===== config.mk =====
export PLATFORM = sky130hd
export DESIGN_NAME = sts_ctrl
export DESIGN_NICKNAME = d
export VERILOG_FILES = /design/src/hw/rtl/sts_pkg.sv /design/src/hw/rtl/sts_ctrl.sv
export SDC_FILE = /design/constraint.sdc
export NUM_CORES = 1
export LEC_CHECK = 0
export BUFFER_PORTS_ARGS = -buffer_cell sky130_fd_sc_hd__buf_4
export CAP_MARGIN = 10
export CORE_AREA = 4 4 41 43
export DETAILED_ROUTE_END_ITERATION = 10
export DIE_AREA = 0 0 45 47
export GPL_ROUTABILITY_DRIVEN = 0
export PLACE_DENSITY = 0.73
export SKIP_CTS_REPAIR_TIMING = 1
export SKIP_LAST_GASP = 1
export SLEW_MARGIN = 20
export SYNTH_ARGS = -nofsm -noshare
export SYNTH_HDL_FRONTEND = slang
export SYNTH_SLANG_ARGS = --single-unit

===== constraint.sdc =====
create_clock -name clk -period 4.5 [get_ports clk]
set_input_delay 0.45 -clock clk [delete_from_list [all_inputs] [get_ports clk]]
set_output_delay 0.45 -clock clk [all_outputs]
set_load 0.005 [all_outputs]

===== src/hw/rtl/sts_pkg.sv =====
// Shared types and constants of the sparse ternary secret sampler.
`default_nettype none
package sts_pkg;

	localparam int MAX_WEIGHT    = 256;
	localparam int MAX_RING_SIZE = 65536;
	localparam int TBL_AW        = $clog2(MAX_WEIGHT);
	localparam int RING_W        = 17;
	localparam int WEIGHT_W      = 9;
	localparam int POS_W         = 16;
	localparam int WORD_W        = 64;
	localparam int PROD_W        = TBL_AW + RING_W;
	localparam int CNT_W         = 7;

	localparam logic [1:0] ST_OK         = 2'd0;
	localparam logic [1:0] ST_BAD_CONFIG = 2'd1;
	localparam logic [1:0] ST_INFEASIBLE = 2'd2;
	localparam logic [1:0] ST_PLACE_FAIL = 2'd3;

	localparam logic [1:0] REG_RING   = 2'd0;
	localparam logic [1:0] REG_WEIGHT = 2'd1;
	localparam logic [1:0] REG_WINDOW = 2'd2;

	typedef struct packed {
		logic [RING_W-1:0]   ring_size;
		logic [WEIGHT_W-1:0] weight;
		logic [RING_W-1:0]   win_width;
	} cfg_t;

	typedef enum logic [3:0] {
		OP_NONE,
		OP_LATCH,
		OP_BK_FIRST_START,
		OP_BK_FIRST_WRITE,
		OP_BK_NEXT_START,
		OP_BK_WRITE,
		OP_SET_READY,
		OP_PL_START,
		OP_PL_MOD,
		OP_PL_FINISH,
		OP_ERR,
		OP_EMIT
	} op_t;

	typedef struct packed {
		op_t        op;
		logic [1:0] err_code;
	} cmd_t;

	typedef struct packed {
		logic div_done;
		logic cfg_ok;
		logic table_ready;
		logic k_zero;
		logic next_zero;
		logic lim_fail;
		logic rank_bad;
		logic order_fail;
		logic out_free;
	} stat_t;

	typedef enum logic [3:0] {
		S_IDLE,
		S_CHECK,
		S_BK_FIRST_WAIT,
		S_BK_STEP,
		S_BK_WAIT,
		S_PL_START,
		S_PL_WS_WAIT,
		S_PL_MOD_WAIT,
		S_EMIT
	} state_t;

endpackage
`default_nettype wire


===== src/hw/rtl/sts_ctrl.sv =====
// Sequencer for the backward pass, placement and result hand-off.
`default_nettype none
module sts_ctrl (
	input  wire logic           clk,
	input  wire logic           arst_n,
	input  wire logic           in_valid,
	output logic                in_stall,
	input  wire sts_pkg::stat_t stat,
	output sts_pkg::cmd_t       cmd
);
	import sts_pkg::*;

	state_t state_q, state_d;

	always_ff @(posedge clk or negedge arst_n) begin
		if (!arst_n) begin
			state_q <= S_IDLE;
		end else begin
			state_q <= state_d;
		end
	end

	always_comb begin
		state_d = state_q;
		case (state_q)
			S_IDLE: if (in_valid) state_d = S_CHECK;
			S_CHECK: begin
				if (stat.table_ready) state_d = S_PL_START;
				else if (!stat.cfg_ok) state_d = S_EMIT;
				else state_d = S_BK_FIRST_WAIT;
			end
			S_BK_FIRST_WAIT: if (stat.div_done) state_d = S_BK_STEP;
			S_BK_STEP: begin
				if (stat.k_zero) state_d = S_PL_START;
				else if (stat.next_zero) state_d = S_EMIT;
				else state_d = S_BK_WAIT;
			end
			S_BK_WAIT: begin
				if (stat.div_done) state_d = stat.lim_fail ? S_EMIT : S_BK_STEP;
			end
			S_PL_START: state_d = stat.rank_bad ? S_EMIT : S_PL_WS_WAIT;
			S_PL_WS_WAIT: begin
				if (stat.div_done) state_d = stat.order_fail ? S_EMIT : S_PL_MOD_WAIT;
			end
			S_PL_MOD_WAIT: if (stat.div_done) state_d = S_EMIT;
			S_EMIT: if (stat.out_free) state_d = S_IDLE;
			default: state_d = S_IDLE;
		endcase
	end

	always_comb begin
		cmd.op       = OP_NONE;
		cmd.err_code = ST_OK;
		in_stall     = state_q != S_IDLE;
		case (state_q)
			S_IDLE: if (in_valid) cmd.op = OP_LATCH;
			S_CHECK: begin
				if (!stat.table_ready) begin
					if (!stat.cfg_ok) begin
						cmd.op       = OP_ERR;
						cmd.err_code = ST_BAD_CONFIG;
					end else begin
						cmd.op = OP_BK_FIRST_START;
					end
				end
			end
			S_BK_FIRST_WAIT: if (stat.div_done) cmd.op = OP_BK_FIRST_WRITE;
			S_BK_STEP: begin
				if (stat.k_zero) begin
					cmd.op = OP_SET_READY;
				end else if (stat.next_zero) begin
					cmd.op       = OP_ERR;
					cmd.err_code = ST_INFEASIBLE;
				end else begin
					cmd.op = OP_BK_NEXT_START;
				end
			end
			S_BK_WAIT: begin
				if (stat.div_done) begin
					if (stat.lim_fail) begin
						cmd.op       = OP_ERR;
						cmd.err_code = ST_INFEASIBLE;
					end else begin
						cmd.op = OP_BK_WRITE;
					end
				end
			end
			S_PL_START: begin
				if (stat.rank_bad) begin
					cmd.op       = OP_ERR;
					cmd.err_code = ST_PLACE_FAIL;
				end else begin
					cmd.op = OP_PL_START;
				end
			end
			S_PL_WS_WAIT: begin
				if (stat.div_done) begin
					if (stat.order_fail) begin
						cmd.op       = OP_ERR;
						cmd.err_code = ST_PLACE_FAIL;
					end else begin
						cmd.op = OP_PL_MOD;
					end
				end
			end
			S_PL_MOD_WAIT: if (stat.div_done) cmd.op = OP_PL_FINISH;
			S_EMIT: if (stat.out_free) cmd.op = OP_EMIT;
			default: cmd.op = OP_NONE;
		endcase
	end
endmodule
`default_nettype wire


==> results.cfg <==
[finish]
regMostFlops = state_q
layout-drive-gt1-share_pct = 23.8
nFillCells = 135
reg_top3 = state_q: 4 flops
final_nets = 115
diodes = 0
design_area_um2 = 768
syn2layout_area_growth_pct = 23.8
largest_reg_flops = 4

[synthesis]
ys_async_sr_fraction_pct = 100
syn-num-nets = 99
avgSynthCellArea_um2 = 7.13
yosysUniqueCellTypes = 37
ys_ff_latch = 4
ys.flop_type = dfrtp_1
synth_edf_count = 0
synth-seq-area-share_pct = 16.1
netlist_area_um2 = 621
yosys_warnings = 0
syn_inst = 87

[drt]
avgRoutedWirePerCell_um = 14.7
met3_length_um = 129
drt_pre_antenna_iters = 4
ant_nets = 0
drc_errors = 0
vias = 737
dr.first_iter.drc_count = 29
wirelength_mm = 1.70
routed.top_layer = met3
wl_met1_um = 754
route.detailed.vias_per_inst = 6.35
dr_wl_met2_um = 818

[worst_hold_path]
hold_path_class = input port to flip-flop

[power]
p_leak_nw = 0.331
power_density_mw_per_mm2 = 610
total_power_mw = 0.469
irDropWorstVdd_uv = 482

[clock_network]
clk_latency_ns = 0.23
cts_max_level = 1
cts_tree = done
cts_buffers = 3
cts-root-buf = clkbuf_4
clock-sinks = 4
clkTransAtPathRegs_ns = 0.04
clockBufferDepth = 2

[status]
status = complete, no violations

[run]
maxCapViolCount = 0

[timing]
max_freq_mhz = 390
layout_worst_path_cycle_share_pct = 57.0
setup_viol = 0
relSlewSlack_pct = 56.7
finClkSkew_ns = 0.00631
finalCriticalPeriod_ns = 2.57
worst_slew_pin_slew_ns = 0.650
rsz0062_at_grt = false
tns_ns = 0
hold_violations = 0
final_max_slew_viol_count = 0

[floorplanning]
rows = 13
die_x_um = 45
core_area_mm2 = 0.00130
initial_core_util_pct = 47.7
io_pins = 19
die-area_mm2 = 0.00212
die_y_um = 47

[grt]
antenna_found_initial = 0
grt_pass1_wl_mm = 2.70
grt_usage_pct = 17.2
overflow = 0
grt_pass1_vias = 594
grt_max_degree = 22

[setup_path]
start_kind = flip-flop
end_kind = output port
cp_max_fo = 21
arrival_ns = 2.12
required_ns = 4.05
critical_path_class = flip-flop to output port

[placement]
placed_cell_area_um2 = 736
io_buffers = 18
dp_hpwl_mm = 1.32
==> final cells by class <==
type / instances / area [um^2] / area share (%)
tap: 15 / 18.8 / 2.44
timing repair buffer: 19 / 145 / 18.9
inverter: 5 / 18.8 / 2.44
sequential: 4 / 100 / 13.0
clock buffer: 3 / 22.5 / 2.93
multi-input combinational: 70 / 463 / 60.3
==> Yosys cell counts (2+ instances only) <==
cell type | count | area, um^2
nor3_1 | 6 | 30.0
mux2i_1 | 2 | 20.0
o211ai_1 | 2 | 15.0
dfrtp_1 | 4 | 100
o21ai_0 | 3 | 15.0
nand2b_1 | 3 | 18.8
inv_1 | 5 | 18.8
nand2_1 | 8 | 30.0
nor3b_1 | 2 | 15.0
clkbuf_1 | 3 | 11.3
nor4_1 | 3 | 18.8
a21oi_1 | 3 | 15.0
nor2_1 | 7 | 26.3
o22ai_1 | 3 | 18.8
nor2b_1 | 3 | 18.8
buf_2 | 4 | 20.0
or3_1 | 3 | 18.8
nand4bb_1 | 2 | 22.5
a32oi_1 | 2 | 17.5
a31oi_1 | 2 | 12.5
==> cell families after synthesis <==
family / after synthesis / share of synthesized area (%)
AND/OR/NAND/NOR: 45 / 44.6
AO/OA/AOI/OAI: 23 / 26.8
buffers and inverters: 13 / 9.27
flip-flops: 4 / 16.1
multiplexers: 2 / 3.23
==> critical path: stages (launching register included) <==
cell and delay (ns):
dfrtp_1 0.75, nor4b_4 0.10, and2_4 0.19, a41o_1 0.19, or4_1 0.50, buf_4 0.15
==> routing by layer <==
layer	vias up	global-route usage [%]
met1	345	26.0
met4	0	3.51
met5	-	0
met3	0	3.45
li1	363	-
met2	29	25.1
==> cell usage in the layout (no fill, tap or decap), drive strengths merged, types with 2 or more instances in the layout <==
cell and instances:
mux2i 2, nor2b 3, nand4bb 2, o211ai 2, nor3 6, buf 18
o21ai 3, a31oi 2, inv 5, nand2b 3, nand2 8, dfrtp 4
or3 3, a21oi 3, nor2 7, a32oi 2, o22ai 3, nor4 3
nor3b 2, clkbuf 3
==> where the power goes <==
| part | total (mW) | internal (mW) | switching (mW) |
|---|---|---|---|
| sequential | 0.128 | 0.0514 | 0.0769 |
| combinational | 0.297 | 0.160 | 0.138 |
| clock | 0.0433 | 0.0297 | 0.0135 |
| total | 0.469 | 0.241 | 0.228 |
==> metrics by stage <==
step                worst slack [ns]  utilization (%)  cells  hold slack [ns]
detailed placement              2.19             56.5    112            0.247
CTS                             1.93             58.3    115         -0.00306
finish                          1.93             59.0    116            0.461
floorplan                       2.64                -     87            0.154
global route                    1.80             59.0    116            0.447
global placement                2.22             56.5    112            0.246
==> worst paths after layout <==
path / start / endpoint / slack, ns / depth (start not counted)
setup / recovery: state_q[1]$_DFFE_PN0P_ / cmd[2] / 1.93 / 5
hold / removal: stat[0] / state_q[3]$_DFFE_PN0P_ / 0.46 / 2
setup reg to reg: state_q[1]$_DFFE_PN0P_ / state_q[3]$_DFFE_PN0P_ / 2.61 / 4
hold reg to reg: state_q[2]$_DFFE_PN0P_ / state_q[0]$_DFFE_PN0P_ / 0.88 / 2
max in group asynchronous: arst_n / state_q[0]$_DFFE_PN0P_ / 3.84 / 2
min in group asynchronous: arst_n / state_q[3]$_DFFE_PN0P_ / 0.56 / 2
(Power assumes the default switching activity.)
